$ cat src/html_article_text_filter_core_assert.svh
// Assertion macros for the filter RTL.
`ifndef HTML_ARTICLE_TEXT_FILTER_CORE_ASSERT_SVH
`define HTML_ARTICLE_TEXT_FILTER_CORE_ASSERT_SVH

// The consequent must hold in the same cycle as the antecedent.
`define HATF_ASSERT_NOW(label, clk, rst, ante, cons) \
   label: assert property (@(posedge clk) disable iff (rst) (ante) |-> (cons)) \
      else $error("hatf: same-cycle check failed");

// The consequent must hold in the cycle after the antecedent.
`define HATF_ASSERT_NEXT(label, clk, rst, ante, cons) \
   label: assert property (@(posedge clk) disable iff (rst) (ante) |=> (cons)) \
      else $error("hatf: next-cycle check failed");

`endif

$ cat src/hatf_pkg.sv
package hatf_pkg;

   // Lookahead depth and the widths that follow from it.
   localparam int WIN_DEPTH = 34;
   localparam int SKIP_W    = 6;

   typedef logic [0:WIN_DEPTH-1][7:0] win_type;
   typedef logic [0:WIN_DEPTH-1]      occ_type;
   typedef logic [SKIP_W-1:0]         skip_type;

   // Conversion phase.
   typedef enum logic [1:0] {
      PH_SEARCH  = 2'd0,
      PH_CONVERT = 2'd1,
      PH_STOPPED = 2'd2
   } phase_type;

   // One result as it enters the result register.
   typedef struct packed {
      logic       valid;
      logic       twice;
      logic [7:0] text;
      logic       status;
      logic       final_res;
   } res_type;

   // Characters.
   localparam logic [7:0] CH_LT    = 8'h3C;
   localparam logic [7:0] CH_GT    = 8'h3E;
   localparam logic [7:0] CH_NL    = 8'h0A;
   localparam logic [7:0] CH_AMP   = 8'h26;
   localparam logic [7:0] CH_QUOT  = 8'h22;
   localparam logic [7:0] CH_APOS  = 8'h27;
   localparam logic [7:0] CH_SPACE = 8'h20;
   localparam logic [7:0] CH_NUL   = 8'h00;

   // Status codes.
   localparam logic ST_TEXT    = 1'b0;
   localparam logic ST_NO_MARK = 1'b1;

   // Patterns, first character at index zero, padded with zero bytes.
   localparam win_type PAT_OPEN   = "<div class=\"paragraphs-container\">";
   localparam win_type PAT_TRANS  = {"<h3>Transcript</h3>", {15{8'h00}}};
   localparam win_type PAT_SCR_O  = {"<script", {27{8'h00}}};
   localparam win_type PAT_SCR_C  = {"</script>", {25{8'h00}}};
   localparam win_type PAT_P_O    = {"<p>", {31{8'h00}}};
   localparam win_type PAT_H3_O   = {"<h3>", {30{8'h00}}};
   localparam win_type PAT_P_C    = {"</p>", {30{8'h00}}};
   localparam win_type PAT_H3_C   = {"</h3>", {29{8'h00}}};
   localparam win_type PAT_BR     = {"<br", {31{8'h00}}};
   localparam win_type PAT_HR     = {"<hr", {31{8'h00}}};
   localparam win_type PAT_AMP    = {"&amp;", {29{8'h00}}};
   localparam win_type PAT_QUOT   = {"&quot;", {28{8'h00}}};
   localparam win_type PAT_N39    = {"&#39;", {29{8'h00}}};
   localparam win_type PAT_APOS   = {"&apos;", {28{8'h00}}};
   localparam win_type PAT_NBSP   = {"&nbsp;", {28{8'h00}}};

   // Pattern lengths.
   localparam skip_type LEN_OPEN  = 6'd34;
   localparam skip_type LEN_TRANS = 6'd19;
   localparam skip_type LEN_SCR_O = 6'd7;
   localparam skip_type LEN_SCR_C = 6'd9;
   localparam skip_type LEN_3     = 6'd3;
   localparam skip_type LEN_4     = 6'd4;
   localparam skip_type LEN_5     = 6'd5;
   localparam skip_type LEN_6     = 6'd6;

   // True when the first len window bytes are present and equal the pattern.
   function automatic logic head_match(input win_type win, input occ_type occ,
                                       input win_type pat, input skip_type len);
      logic hit;
      hit = occ[len - 6'd1];
      for (int i = 0; i < WIN_DEPTH; i++) begin
         if ((i < int'(len)) && (win[i] != pat[i])) begin
            hit = 1'b0;
         end
      end
      return hit;
   endfunction

endpackage

$ cat src/html_article_text_filter_core.sv
// A byte is decided once 33 later bytes (or the document end) are in the window,
// and its result appears in the cycle after that decision.
// Throughput: one byte per cycle unless stalled; a rule tag holds the head for its second newline.
// Document end: the pending window drains, then the final item is loaded.
// Reset is synchronous and active high; it clears occupancy, parse state and the result register's valid flags.
module html_article_text_filter_core (
   input  logic       clock,
   input  logic       reset,
   input  logic       req_valid,
   output logic       req_stall,
   input  logic [7:0] req_in_byte,
   input  logic       req_doc_end,
   output logic       rsp_valid,
   input  logic       rsp_stall,
   output logic [7:0] rsp_text_byte,
   output logic       rsp_status,
   output logic       rsp_final_res
);

`include "html_article_text_filter_core_assert.svh"

   hatf_pkg::win_type win;
   hatf_pkg::occ_type occ;
   hatf_pkg::res_type head_res;
   hatf_pkg::res_type load;

   logic drain_ff, drain_in;
   logic out_free;
   logic proc, head_free, push, pad, shift, consume, fin_evt;
   logic searching;

   // Handshake and window control. The head is decided whenever it holds a byte
   // and the result register can take what it yields.
   assign proc      = occ[0] && out_free;
   assign head_free = !occ[0] || out_free;
   assign req_stall = drain_ff || !head_free;
   assign push      = req_valid && !req_stall;
   assign pad       = drain_ff && head_free;
   assign shift     = push || pad;
   assign consume   = proc && !shift;
   assign fin_evt   = drain_ff && (occ == '0) && out_free;

   // Draining runs from the last byte until the final item is loaded.
   always_comb begin
      drain_in = drain_ff;
      if (fin_evt) begin
         drain_in = 1'b0;
      end else if (push && req_doc_end) begin
         drain_in = 1'b1;
      end
   end

   always_ff @(posedge clock) begin
      if (reset) begin
         drain_ff <= 1'b0;
      end else begin
         drain_ff <= drain_in;
      end
   end

   // Select the head result or the closing item of the document.
   always_comb begin
      load = head_res;
      if (fin_evt) begin
         load.valid     = 1'b1;
         load.twice     = 1'b0;
         load.text      = searching ? hatf_pkg::CH_NUL : hatf_pkg::CH_NL;
         load.status    = searching ? hatf_pkg::ST_NO_MARK : hatf_pkg::ST_TEXT;
         load.final_res = 1'b1;
      end
   end

   hatf_window u_window (
      .clock   (clock),
      .reset   (reset),
      .shift   (shift),
      .push    (push),
      .consume (consume),
      .in_byte (req_in_byte),
      .win     (win),
      .occ     (occ)
   );

   hatf_parse u_parse (
      .clock     (clock),
      .reset     (reset),
      .proc      (proc),
      .clear     (fin_evt),
      .win       (win),
      .occ       (occ),
      .head_res  (head_res),
      .searching (searching)
   );

   hatf_out u_out (
      .clock         (clock),
      .reset         (reset),
      .load          (load),
      .rsp_stall     (rsp_stall),
      .out_free      (out_free),
      .rsp_valid     (rsp_valid),
      .rsp_text_byte (rsp_text_byte),
      .rsp_status    (rsp_status),
      .rsp_final_res (rsp_final_res)
   );

   // Outside a drain, a head byte is only decided with the whole window present.
   `HATF_ASSERT_NOW(a_full_window, clock, reset, occ[0] && !drain_ff, &occ)
   // The missing-marker status only ever comes on the last item of a document.
   `HATF_ASSERT_NOW(a_status_final, clock, reset, rsp_valid && rsp_status, rsp_final_res)
   // Loading the final item ends the drain and leaves an empty window.
   `HATF_ASSERT_NEXT(a_fin_clears, clock, reset, fin_evt, !drain_ff && (occ == '0))

endmodule

$ cat src/hatf_window.sv
module hatf_window (
   input  logic               clock,
   input  logic               reset,
   input  logic               shift,
   input  logic               push,
   input  logic               consume,
   input  logic [7:0]         in_byte,
   output hatf_pkg::win_type  win,
   output hatf_pkg::occ_type  occ
);

   hatf_pkg::win_type win_ff, win_in;
   hatf_pkg::occ_type occ_ff, occ_in;

   // Bytes enter at the tail and move one place toward the head on each shift.
   // A shift without a new byte brings in an empty place at the tail.
   always_comb begin
      win_in = win_ff;
      occ_in = occ_ff;
      if (shift) begin
         win_in = {win_ff[1:hatf_pkg::WIN_DEPTH-1], in_byte};
         occ_in = {occ_ff[1:hatf_pkg::WIN_DEPTH-1], push};
      end else if (consume) begin
         occ_in[0] = 1'b0;
      end
   end

   // Window data needs no reset; only occupancy is cleared.
   always_ff @(posedge clock) begin
      win_ff <= win_in;
   end

   always_ff @(posedge clock) begin
      if (reset) begin
         occ_ff <= '0;
      end else begin
         occ_ff <= occ_in;
      end
   end

   assign win = win_ff;
   assign occ = occ_ff;

endmodule

$ cat src/hatf_parse.sv
module hatf_parse (
   input  logic               clock,
   input  logic               reset,
   input  logic               proc,
   input  logic               clear,
   input  hatf_pkg::win_type  win,
   input  hatf_pkg::occ_type  occ,
   output hatf_pkg::res_type  head_res,
   output logic               searching
);

   hatf_pkg::phase_type phase_ff, phase_in;
   logic                tag_ff, tag_in;
   logic                script_ff, script_in;
   logic                close_ff, close_in;
   hatf_pkg::skip_type  skip_ff, skip_in;

   logic [7:0] c;
   logic m_open, m_trans, m_scr_o, m_scr_c, m_line, m_hr;
   logic m_amp, m_quot, m_n39, m_apos, m_nbsp;

   // Parallel compares against the head of the window.
   assign c       = win[0];
   assign m_open  = hatf_pkg::head_match(win, occ, hatf_pkg::PAT_OPEN, hatf_pkg::LEN_OPEN);
   assign m_trans = hatf_pkg::head_match(win, occ, hatf_pkg::PAT_TRANS, hatf_pkg::LEN_TRANS);
   assign m_scr_o = hatf_pkg::head_match(win, occ, hatf_pkg::PAT_SCR_O, hatf_pkg::LEN_SCR_O);
   assign m_scr_c = hatf_pkg::head_match(win, occ, hatf_pkg::PAT_SCR_C, hatf_pkg::LEN_SCR_C);
   assign m_line  = hatf_pkg::head_match(win, occ, hatf_pkg::PAT_P_O, hatf_pkg::LEN_3)
                 || hatf_pkg::head_match(win, occ, hatf_pkg::PAT_H3_O, hatf_pkg::LEN_4)
                 || hatf_pkg::head_match(win, occ, hatf_pkg::PAT_P_C, hatf_pkg::LEN_4)
                 || hatf_pkg::head_match(win, occ, hatf_pkg::PAT_H3_C, hatf_pkg::LEN_5)
                 || hatf_pkg::head_match(win, occ, hatf_pkg::PAT_BR, hatf_pkg::LEN_3);
   assign m_hr    = hatf_pkg::head_match(win, occ, hatf_pkg::PAT_HR, hatf_pkg::LEN_3);
   assign m_amp   = hatf_pkg::head_match(win, occ, hatf_pkg::PAT_AMP, hatf_pkg::LEN_5);
   assign m_quot  = hatf_pkg::head_match(win, occ, hatf_pkg::PAT_QUOT, hatf_pkg::LEN_6);
   assign m_n39   = hatf_pkg::head_match(win, occ, hatf_pkg::PAT_N39, hatf_pkg::LEN_5);
   assign m_apos  = hatf_pkg::head_match(win, occ, hatf_pkg::PAT_APOS, hatf_pkg::LEN_6);
   assign m_nbsp  = hatf_pkg::head_match(win, occ, hatf_pkg::PAT_NBSP, hatf_pkg::LEN_6);

   // Decide on the head byte and update the parse state.
   always_comb begin
      phase_in  = phase_ff;
      tag_in    = tag_ff;
      script_in = script_ff;
      close_in  = close_ff;
      skip_in   = skip_ff;
      head_res  = '0;
      if (clear) begin
         phase_in  = hatf_pkg::PH_SEARCH;
         tag_in    = 1'b0;
         script_in = 1'b0;
         close_in  = 1'b0;
         skip_in   = '0;
      end else if (proc) begin
         case (phase_ff)
            hatf_pkg::PH_SEARCH: begin
               if (m_open) begin
                  phase_in = hatf_pkg::PH_CONVERT;
                  skip_in  = hatf_pkg::LEN_OPEN - 6'd1;
               end
            end
            hatf_pkg::PH_CONVERT: begin
               if (skip_ff != '0) begin
                  skip_in = skip_ff - 6'd1;
               end else if (close_ff) begin
                  if (c == hatf_pkg::CH_GT) begin
                     close_in = 1'b0;
                  end
               end else if (m_trans) begin
                  phase_in = hatf_pkg::PH_STOPPED;
               end else if (!script_ff && m_scr_o) begin
                  script_in = 1'b1;
                  skip_in   = hatf_pkg::LEN_SCR_O - 6'd1;
               end else if (script_ff) begin
                  if (m_scr_c) begin
                     script_in = 1'b0;
                     skip_in   = hatf_pkg::LEN_SCR_C - 6'd1;
                  end
               end else if (m_line || m_hr) begin
                  head_res.valid = 1'b1;
                  head_res.twice = !m_line;
                  head_res.text  = hatf_pkg::CH_NL;
                  close_in       = 1'b1;
               end else if (c == hatf_pkg::CH_LT) begin
                  tag_in = 1'b1;
               end else if (c == hatf_pkg::CH_GT) begin
                  tag_in = 1'b0;
               end else if (!tag_ff) begin
                  head_res.valid = 1'b1;
                  if (m_amp) begin
                     head_res.text = hatf_pkg::CH_AMP;
                     skip_in       = hatf_pkg::LEN_5 - 6'd1;
                  end else if (m_quot) begin
                     head_res.text = hatf_pkg::CH_QUOT;
                     skip_in       = hatf_pkg::LEN_6 - 6'd1;
                  end else if (m_n39) begin
                     head_res.text = hatf_pkg::CH_APOS;
                     skip_in       = hatf_pkg::LEN_5 - 6'd1;
                  end else if (m_apos) begin
                     head_res.text = hatf_pkg::CH_APOS;
                     skip_in       = hatf_pkg::LEN_6 - 6'd1;
                  end else if (m_nbsp) begin
                     head_res.text = hatf_pkg::CH_SPACE;
                     skip_in       = hatf_pkg::LEN_6 - 6'd1;
                  end else begin
                     head_res.text = c;
                  end
               end
            end
            default: begin
            end
         endcase
      end
   end

   // Parse state registers.
   always_ff @(posedge clock) begin
      if (reset) begin
         phase_ff  <= hatf_pkg::PH_SEARCH;
         tag_ff    <= 1'b0;
         script_ff <= 1'b0;
         close_ff  <= 1'b0;
         skip_ff   <= '0;
      end else begin
         phase_ff  <= phase_in;
         tag_ff    <= tag_in;
         script_ff <= script_in;
         close_ff  <= close_in;
         skip_ff   <= skip_in;
      end
   end

   assign searching = (phase_ff == hatf_pkg::PH_SEARCH);

endmodule

$ cat src/hatf_out.sv
module hatf_out (
   input  logic               clock,
   input  logic               reset,
   input  hatf_pkg::res_type  load,
   input  logic               rsp_stall,
   output logic               out_free,
   output logic               rsp_valid,
   output logic [7:0]         rsp_text_byte,
   output logic               rsp_status,
   output logic               rsp_final_res
);

   logic       valid_ff, valid_in;
   logic       dup_ff, dup_in;
   logic [7:0] text_ff, text_in;
   logic       status_ff, status_in;
   logic       final_ff, final_in;
   logic       take;

   // The register is free when empty or when its last copy leaves this cycle.
   assign take     = valid_ff && !rsp_stall;
   assign out_free = !valid_ff || (take && !dup_ff);

   // A doubled newline stays for a second item before the register frees.
   always_comb begin
      valid_in  = valid_ff;
      dup_in    = dup_ff;
      text_in   = text_ff;
      status_in = status_ff;
      final_in  = final_ff;
      if (load.valid) begin
         valid_in  = 1'b1;
         dup_in    = load.twice;
         text_in   = load.text;
         status_in = load.status;
         final_in  = load.final_res;
      end else if (take) begin
         if (dup_ff) begin
            dup_in = 1'b0;
         end else begin
            valid_in = 1'b0;
         end
      end
   end

   always_ff @(posedge clock) begin
      if (reset) begin
         valid_ff <= 1'b0;
         dup_ff   <= 1'b0;
      end else begin
         valid_ff <= valid_in;
         dup_ff   <= dup_in;
      end
   end

   // Payload needs no reset.
   always_ff @(posedge clock) begin
      text_ff   <= text_in;
      status_ff <= status_in;
      final_ff  <= final_in;
   end

   assign rsp_valid     = valid_ff;
   assign rsp_text_byte = text_ff;
   assign rsp_status    = status_ff;
   assign rsp_final_res = final_ff;

endmodule
$ cat config.mk
export PLATFORM = sky130hd
export DESIGN_NAME = html_article_text_filter_core
export DESIGN_NICKNAME = d
export VERILOG_FILES = /design/src/hatf_pkg.sv /design/src/html_article_text_filter_core.sv /design/src/hatf_window.sv /design/src/hatf_parse.sv /design/src/hatf_out.sv
export VERILOG_INCLUDE_DIRS = /design/src /design/src/src
export SDC_FILE = /design/constraint.sdc
export NUM_CORES = 1
export LEC_CHECK = 0
export BUFFER_PORTS_ARGS = -buffer_cell sky130_fd_sc_hd__buf_2
export CORE_ASPECT_RATIO = 1.25
export CORE_MARGIN = 2
export CORE_UTILIZATION = 60
export DETAILED_ROUTE_END_ITERATION = 12
export PLACE_DENSITY_LB_ADDON = 0.2
export REMOVE_ABC_BUFFERS = 1
export SLEW_MARGIN = 40
export SYNTH_ARGS = -nofsm -noshare
export SYNTH_HDL_FRONTEND = slang
export SYNTH_SLANG_ARGS = --single-unit
export TNS_END_PERCENT = 30
$ cat constraint.sdc
create_clock -name clock -period 13 [get_ports clock]
set_clock_uncertainty 0.1 [all_clocks]
set_input_delay 2.6 -clock clock [delete_from_list [all_inputs] [get_ports clock]]
set_output_delay 2.6 -clock clock [all_outputs]
set_load 0.005 [all_outputs]
==> results of run 1 <==
==> worst register-to-register path: cells and delay by family, from the launching register on <==
kind,cells,cell delay [ns]
DFF,1,0.44
and+or+nand+nor,5,2.33
AOI/OAI and AO/OA,3,0.76
==> routing by layer <==
metal	part of all wire	global-route usage	vias to the layer above
met1	0.38	0.287	3558
met4	0.042	0.104	0
met3	0.049	0.0361	66
met2	0.52	0.436	252
met5	0	0	-
li1	-	-	3272
==> state kept, by name, indices dropped and copies added (netlist names) <==
signal / count
u_parse.close_ff: 1
u_window.occ: 34
u_out.rsp_final_res: 1
u_out.dup_ff: 1
u_out.rsp_text_byte: 8
drain_ff: 1
u_parse.phase_ff: 2
u_parse.script_ff: 1
u_out.rsp_status: 1
u_parse.tag_ff: 1
u_out.rsp_valid: 1
u_window.win: 272
u_parse.skip_ff: 6
==> logic make-up after synthesis <==
family / after synthesis
simple gates: 355
flops: 330
fa+ha+maj: 2
xor+xnor: 1
compound gates: 83
mux: 2
buf+inv: 25
==> cell usage in the layout (no fill, tap or decap), types with 5 or more instances in the layout <==
cell	instances
nand2_1	92
or4_1	7
clkbuf_16	31
nor4b_1	18
buf_2	24
and4b_1	8
and4b_2	5
nor4bb_1	18
nor4_1	29
o21ai_0	9
nor3_1	19
nand3_1	16
clkbuf_1	8
and2_1	6
nor2b_1	7
nand3b_1	7
nand2b_1	11
dfxtp_1	48
nand4_1	28
edfxtp_1	282
clkinv_1	7
inv_1	10
and4bb_2	6
nand4b_1	18
or3_1	5
nor2_1	25
nor3b_1	5
a21oi_1	48
==> final cells by class <==
type	count	area (sq um)	share of cell area
flip-flops and latches	330	9430	0.691
clock inverters	13	66.3	0.00486
clock buffers	39	806	0.0590
multi-input cells	443	2810	0.206
repair buffers	27	150	0.0110
well taps	270	338	0.0247
inverters	11	53.8	0.00394
==> stage by stage <==
step | hold WS (ns) | utilization | instance area (sq um) | total power [W] | std cells
2_1_floorplan | 0.317 | - | 12300 | 0.00138 | 784
3_3_place_gp | 0.321 | 0.633 | 12800 | 0.00142 | 1081
3_5_place_dp | 0.328 | 0.633 | 12800 | 0.00143 | 1081
4_1_cts | 0.343 | 0.676 | 13600 | 0.00222 | 1133
5_1_grt | 0.359 | 0.677 | 13700 | 0.00228 | 1133
6_report | 0.342 | 0.677 | 13700 | 0.00220 | 1133
==> final timing paths <==
check                     from  depth (start not counted)  slack [ns]                end
max                  rsp_stall                          6        6.69          req_stall
min           u_window.win[97]                          0        0.34  u_window.win[105]
max reg2reg  u_window.win[252]                          8        9.28       u_out.dup_ff
min reg2reg   u_window.win[97]                          0        0.34  u_window.win[105]
==> where the power goes <==
group | switching (W) | internal [W] | leakage (nW)
Sequential | 0.0000718 | 0.00126 | 3.19
Clock | 0.000360 | 0.000433 | 0.419
Combinational | 0.0000489 | 0.0000247 | 0.792
Total | 0.000481 | 0.00172 | 4.40
==> impl_metrics.csv, run 1 <==
group,metric,value,unit
timing,setup_tns,0,ns
critical_path,max_stage_delay,0.38,ns
finish,areaGrowthSynthToFinish,10.6,%
timing,maxSlewViolCount,0,
finish,n_fill_cell,1417,
clocking,cts_tree,"built",
routing,firstDrtPassIters,6,
synthesis,yosysUniqueCellTypes,64,
critical_path,critPathArrivalTime,3.61,ns
critical_path,crit_path_end_kind,"output pin",
synthesis,async_reset_ff_frac,0,
global_routing,grt_pass1_vias,7106,
placed_design,place_congestion,0.936,
placed_design,post-place-ws,6.70,ns
floorplanning,dieHeight,164,microns
routing,drt_iter0_drc,682,
synthesis,synthAdderAreaFrac,0.00203,
synthesis,yosys.area_share.simple,0.182,
global_routing,grt_pass1_wl,39800,microns
critical_path,cp_cell_sequence,"buf_2, o21ai_0, inv_1, nand2_1, nand2b_1, buf_2",
synthesis,synth_top_area_share,0.686,
critical_path,crit_fanout,6,
timing,max_freq,158,MHz
synthesis,synth_edf_count,282,
finish,drive_gt1_frac,0.109,
synthesis,synth_xor_area_frac,0.000710,
global_routing,grt_usage,0.240,
finish,n_antenna_cell,0,
clocking,cts_num_sinks,330,
timing,rsz0062_at_grt,"no",
synthesis,yosysMostFrequentCell,"edfxtp_1",
routing,wl,25900,microns
timing,report.final.setup_viol,0,
routing,wire_per_inst,22.8,microns
routing,antenna_left,0,
clocking,cts_root_buffer,"clkbuf_16",
synthesis,synth_ff_type,"edfxtp_1",
synthesis,synthMuxAreaShare,0.00162,
floorplanning,die_w,132,microns
floorplanning,ios,25,
global_routing,antenna_found_initial,0,
synthesis,syn_inst,798,
global_routing,grt_max_degree,132,
floorplanning,rows,58,
global_routing,grt_overflow_total,0,
synthesis,synth_compound_area_frac,0.0410,
critical_path,start_kind,"input port",
routing,viasPerCell,6.31,
critical_path,cpMaxStageDelayCell,"o21ai_0",
synthesis,yosysWarnings,0,
critical_path,crit_buf_inv,3,
placed_design,port_buffers,24,
power_and_ir_drop,powerDensity,161,nW/um^2
timing,fin_ws,6.69,ns
clocking,clockBufferDepth,3,
job,drv_cap,0,
critical_path,cpLargestDelayFamily,"compound AO/OA/AOI/OAI gates",
synthesis,synth_top_family_by_area,"simple AND/OR/NAND/NOR gates",
outcome,status,"finished clean",
power_and_ir_drop,ir_worst_vdd,0.146,mV
clocking,insertion_delay,0.56,ns
timing,period_minus_slack,6.31,ns
timing,worst_pin_slew,0.862,ns
critical_path,path_class,"input port to output pin",
critical_path,cp.required,10.30,ns
power_and_ir_drop,p_leak,4.40,nW
clocking,cts_hold_buf,0,
routing,drc,0,
synthesis,avgSynthCellArea,15.5,sq um
clocking,cts_buffers,30,
clocking,post_cts_buffers,0,
routing,vias,7148,
timing,fin_crit_sh,0.486,
synthesis,synth_common_cells,"282 x edfxtp_1, 92 x nand2_1, 48 x a21oi_1, 48 x dfxtp_1, 30 x nor4_1",
finish,nets,858,
clocking,clkTransAtPathRegs,0.06,ns
timing,worst_slew_margin_rel,0.420,
floorplanning,die-area,21700,sq um
floorplanning,floorplan.initialDensity,0.612,
synthesis,synth_area_leader_cell,"edfxtp_1",
synthesis,ys_top_cells_by_area,"edfxtp_1 69%, dfxtp_1 7.8%, nand2_1 2.8%",
clocking,cts_max_level,1,
floorplanning,coreArea,20200,sq um
synthesis,ys_seq_area_frac,0.764,
synthesis,synth_area,12300,sq um
synthesis,ys_ff_latch,330,
hold_path,hold_class,"register to register",
placed_design,dp_hpwl,17700,microns
timing,hold_viol_final,0,
clocking,post_cts_resized,0,
critical_path,crit_path_frequent_cell,"buf_2",
Power figures use the tool's default switching activity.
==> run 2: changes to the inputs <==
- ABC_AREA: unset -> 1
- clock period: 13 -> 5.85 ns (I/O delays scaled with it)
==> impl_metrics.csv, run 2 <==
group,metric,value,unit
clocking,post_cts_buffers,0,
routing,drt_iter0_drc,635,
finish,nets,1316,
synthesis,avgSynthCellArea,10.7,sq um
global_routing,grt_max_degree,83,
clocking,cts_buffers,31,
placed_design,post-place-ws,2.21,ns
floorplanning,rows,61,
clocking,cts_root_buffer,"clkbuf_16",
finish,fin_area,15000,sq um
global_routing,grt_overflow_total,0,
timing,report.final.setup_viol,0,
hold_path,hold_class,"register to register",
routing,antenna_left,0,
timing,worst_pin_slew,0.640,ns
job,drv_cap,0,
finish,n_fill_cell,1623,
routing,drc,0,
timing,maxSlewViolCount,0,
floorplanning,dieHeight,171,microns
clocking,cts_num_sinks,330,
global_routing,grt_pass1_vias,8356,
routing,firstDrtPassIters,6,
placed_design,port_buffers,24,
timing,worst_slew_margin_rel,0.573,
clocking,clkTransAtPathRegs,0.06,ns
critical_path,start_kind,"input port",
clocking,cts_max_level,1,
routing,wire_per_inst,16.5,microns
clocking,cts_hold_buf,0,
synthesis,ys_top_cells_by_area,"edfxtp_1 63%, nand2_1 8.2%, dfxtp_1 7.2%",
timing,max_freq,292,MHz
floorplanning,die_w,138,microns
synthesis,ys_seq_area_frac,0.704,
synthesis,syn_inst,1247,
synthesis,synth_ff_type,"edfxtp_1",
floorplanning,die-area,23500,sq um
critical_path,critPathArrivalTime,2.15,ns
finish,multi_input_area,3370,sq um
floorplanning,floorplan.initialDensity,0.607,
global_routing,grt_pass1_wl,41600,microns
global_routing,grt_usage,0.231,
synthesis,synth_edf_count,282,
floorplanning,coreArea,22100,sq um
synthesis,synth_common_cells,"291 x nand2_1, 282 x edfxtp_1, 251 x nor2_1, 142 x inv_1, 60 x nand3_1",
synthesis,yosysMostFrequentCell,"nand2_1",
outcome,status,"finished clean",
critical_path,cp.required,4.58,ns
timing,fin_crit_sh,0.585,
timing,period_minus_slack,3.42,ns
finish,n_antenna_cell,0,
timing,hold_viol_final,0,
critical_path,path_class,"input port to output pin",
placed_design,dp_hpwl,18400,microns
routing,viasPerCell,5.31,
timing,fin_ws,2.43,ns
synthesis,ys_ff_latch,330,
floorplanning,ios,25,
clocking,post_cts_resized,0,
finish,drive_gt1_frac,0.0958,
clocking,insertion_delay,0.56,ns
power_and_ir_drop,p_total,0.00536,W
routing,vias,8537,
finish,seq_area,9430,sq um
finish,layout_common_cells,"291 x nand2_1, 282 x edfxtp_1, 251 x nor2_1, 141 x inv_1, 60 x nand3_1",
power_and_ir_drop,powerDensity,357,nW/um^2
clocking,cts_tree,"built",
finish,largest_reg_flops,272,
power_and_ir_drop,p_leak,5.68,nW
finish,postLayoutCoreUtil,0.681,
synthesis,yosysWarnings,0,
timing,rsz0062_at_grt,"no",
clocking,clockBufferDepth,3,
global_routing,antenna_found_initial,0,
critical_path,rrSetupSlack,3.18,ns
synthesis,synth_area_leader_cell,"edfxtp_1",
synthesis,synth_top_area_share,0.632,
critical_path,crit_path_end_kind,"output pin",
placed_design,place_area,13900,sq um
synthesis,yosysUniqueCellTypes,39,
placed_design,place_congestion,0.951,
synthesis,synth_area,13400,sq um
routing,wl,26500,microns
finish,areaGrowthSynthToFinish,12.1,%
finish,layout_commonest_cell,"nand2_1",
synthesis,async_reset_ff_frac,0,
power_and_ir_drop,ir_worst_vdd,0.299,mV
critical_path,crit_fanout,5,
run 2: cell count changes in the layout (fill, tap and decap cells not counted), sizes merged, moves of 20 or more:
cell,change
inv,+138
nor4,-23
nor4b,-20
nor2,+244
nand3,+47
nand2,+211
run 2: cell type report:
type	count	share of cell area
clock inverter	23	0.0196
tap	283	0.0236
inverter	149	0.0377
clock buffer	35	0.0527
sequential	330	0.628
multi-input combinational	758	0.224
timing repair buffer	31	0.0140
run 2: routing by layer:
layer | track usage | wire length [microns]
met1 | 0.260 | 10300
met3 | 0.0311 | 921
met2 | 0.436 | 14400
met4 | 0.0919 | 974
met5 | 0 | 0
run 2: cell families after synthesis:
group / Yosys count / share of synthesized area
AO/OA/AOI/OAI: 58 / 0.0257
XOR/XNOR: 2 / 0.00131
adder cells (fa/ha/maj): 2 / 0.00187
buffers and inverters: 159 / 0.0448
flip-flops: 330 / 0.704
AND/OR/NAND/NOR: 696 / 0.222
run 2: metrics by stage:
| step | hold slack (ns) | instances | setup TNS [ns] |
|---|---|---|---|
| finish | 0.347 | 1609 | 0 |
| global route | 0.355 | 1609 | 0 |
| CTS | 0.349 | 1609 | 0 |
| detailed placement | 0.334 | 1551 | 0 |
| global placement | 0.327 | 1551 | 0 |
| floorplan | 0.317 | 1237 | -843.25 |
run 2: final timing paths:
path | to | depth (start not counted) | startpoint
min | u_window.win[58] | 0 | u_window.win[50]
min reg2reg | u_window.win[58] | 0 | u_window.win[50]
max reg2reg | u_window.win[96] | 7 | u_out.dup_ff
max | req_stall | 6 | rsp_stall
run 2: worst max-delay path, stage by stage:
cell and delay [ns]:
buf_2 0.10, o21ai_0 0.41, inv_1 0.12, nand2_1 0.16, nand2_1 0.07, buf_2 0.13
run 2: report_power, final:
| part | switching (W) | internal [W] | leakage, nW |
|---|---|---|---|
| registers | 0.000156 | 0.00282 | 3.17 |
| logic | 0.000180 | 0.0000764 | 1.97 |
| clock network | 0.000853 | 0.00128 | 0.534 |
==> run 3: changes to the inputs <==
- CORE_UTILIZATION: 60 -> 56
- clock period: 5.85 -> 2.9 ns (I/O delays scaled with it)
==> impl_metrics.csv, run 3 (same netlist as run 2, synthesis figures left out) <==
group,metric,value,unit
finish,n_fill_cell,1848,
finish,layout_common_cells,"291 x nand2_1, 282 x edfxtp_1, 250 x nor2_1, 141 x inv_1, 60 x nand3_1",
power_and_ir_drop,internal_power,0.00820,W
timing,worst_pin_slew,0.689,ns
clocking,cts_num_sinks,330,
routing,drc,0,
finish,layout_commonest_cell,"nand2_1",
critical_path,r2r_start,"u_window.win[260]",
placed_design,dp_hpwl,18000,microns
routing,wire_per_inst,16.0,microns
clocking,insertion_delay,0.57,ns
clocking,clockBufferDepth,3,
finish,largest_reg_flops,272,
routing,firstDrtPassIters,5,
critical_path,reg2reg_depth,13,
finish,areaGrowthSynthToFinish,12.2,%
timing,maxSlewViolCount,0,
finish,instances_no_fill,1624,
hold_path,hold_class,"input port to register",
power_and_ir_drop,power.share.sequential,0.565,
global_routing,grt_overflow_total,0,
power_and_ir_drop,powerDensity,704,nW/um^2
floorplanning,coreArea,23600,sq um
power_and_ir_drop,p_sw_frac,0.224,
job,drv_cap,0,
hold_path,hold_start,"req_in_byte[0]",
power_and_ir_drop,ir_worst_vdd,0.578,mV
critical_path,crit_fanout,4,
finish,drive_gt1_frac,0.0976,
clocking,cts_buffers,31,
finish,nets,1322,
global_routing,grt_usage,0.210,
floorplanning,die-area,25200,sq um
hold_path,whs_endpoint,"u_window.win[0]",
routing,drt_iter0_drc,665,
global_routing,antenna_found_initial,0,
timing,fin_crit_sh,0.877,
power_and_ir_drop,p_clk_frac,0.385,
timing,rsz0062_at_grt,"no",
power_and_ir_drop,p_leak,5.68,nW
timing,worst_slew_margin_rel,0.539,
clocking,cts_hold_buf,0,
finish,fin_area,15000,sq um
global_routing,grt_pass1_wl,41600,microns
critical_path,cp.required,3.12,ns
power_and_ir_drop,p_comb_frac,0.050,
hold_path,whs_path_depth,1,
finish,n_antenna_cell,0,
placed_design,place_area,14000,sq um
timing,max_freq,393,MHz
power_and_ir_drop,p_switching,0.00237,W
timing,report.final.setup_viol,0,
floorplanning,ios,25,
routing,wl,25900,microns
clocking,cts_max_level,1,
clocking,post_cts_resized,0,
critical_path,crit_path_end_kind,"register",
floorplanning,floorplan.initialDensity,0.567,
floorplanning,die_w,142,microns
outcome,status,"finished clean",
critical_path,critPathArrivalTime,2.76,ns
critical_path,start_kind,"register",
routing,vias,8565,
clocking,cts_tree,"built",
critical_path,path_class,"register to register",
timing,hold_viol_final,0,
routing,viasPerCell,5.27,
clocking,clkTransAtPathRegs,0.06,ns
placed_design,port_buffers,24,
routing,antenna_left,0,
floorplanning,dieHeight,177,microns
clocking,cts_root_buffer,"clkbuf_16",
global_routing,grt_pass1_vias,8448,
global_routing,grt_max_degree,44,
timing,period_minus_slack,2.54,ns
floorplanning,rows,63,
placed_design,place_inst,1566,
critical_path,rrSetupSlack,0.36,ns
critical_path,rr_endpoint,"u_out.rsp_text_byte[0]",
clocking,post_cts_buffers,0,
finish,postLayoutCoreUtil,0.636,
timing,hold_ws,0.0833,ns
placed_design,place_congestion,0.912,
## run 3: worst max-delay path by stage
stage | startpoint | to | depth (start not counted) | slack (ns)
2_1_floorplan | rsp_stall | u_window.occ[32] | 6 | -5.18
3_3_place_gp | u_window.win[260] | u_out.rsp_valid | 15 | 0.31
3_5_place_dp | u_window.win[263] | u_out.rsp_valid | 15 | 0.26
4_1_cts | u_window.win[263] | u_out.rsp_text_byte[0] | 13 | 0.27
5_1_grt | u_window.win[263] | u_out.rsp_text_byte[0] | 13 | 0.17
6_report | u_window.win[260] | u_out.rsp_text_byte[0] | 13 | 0.36
## run 3: critical path: stages (launching register included)
cell      delay, ns
edfxtp_1       0.42
inv_1          0.08
nand2_1        0.06
nor2_2         0.38
inv_2          0.10
nor2_1         0.16
nand2_1        0.10
nor2_1         0.11
nand3_1        0.20
nand2_2        0.19
nor2_1         0.08
nand3_1        0.09
nand3b_1       0.16
nor2_1         0.06
## run 3: layer usage
layer	up-vias	GRT usage	wire (microns)
met3	70	0.0287	1140
met2	207	0.374	13000
met5	-	0	0
li1	4258	-	-
met4	0	0.0887	1010
met1	4030	0.258	10800
## run 3: stage by stage
stage | setup WS [ns] | TNS, ns | total power, W
global route | 0.171 | 0 | 0.0110
finish | 0.356 | 0 | 0.0106
detailed placement | 0.261 | 0 | 0.00660
global placement | 0.313 | 0 | 0.00658
floorplan | -5.18 | -1553.61 | 0.00638
CTS | 0.272 | 0 | 0.0107
## run 3: final cells by class
| type | count | area (sq um) | area share |
|---|---|---|---|
| clock inverter | 17 | 201 | 0.0134 |
| inverter | 149 | 567 | 0.0377 |
| clock buffer | 41 | 823 | 0.0548 |
| tap | 292 | 365 | 0.0243 |
| multi-input combinational | 758 | 3370 | 0.224 |
| timing repair buffer | 37 | 280 | 0.0186 |
| sequential | 330 | 9430 | 0.627 |
## run 3: power groups by stage
stage               clock [W]  sequential (W)  combinational (W)
CTS                   0.00414         0.00598           0.000539
global placement            0         0.00606           0.000523
detailed placement          0         0.00607           0.000534
floorplan                   0         0.00602           0.000366
global route          0.00432         0.00602           0.000608
finish                0.00407         0.00598           0.000534
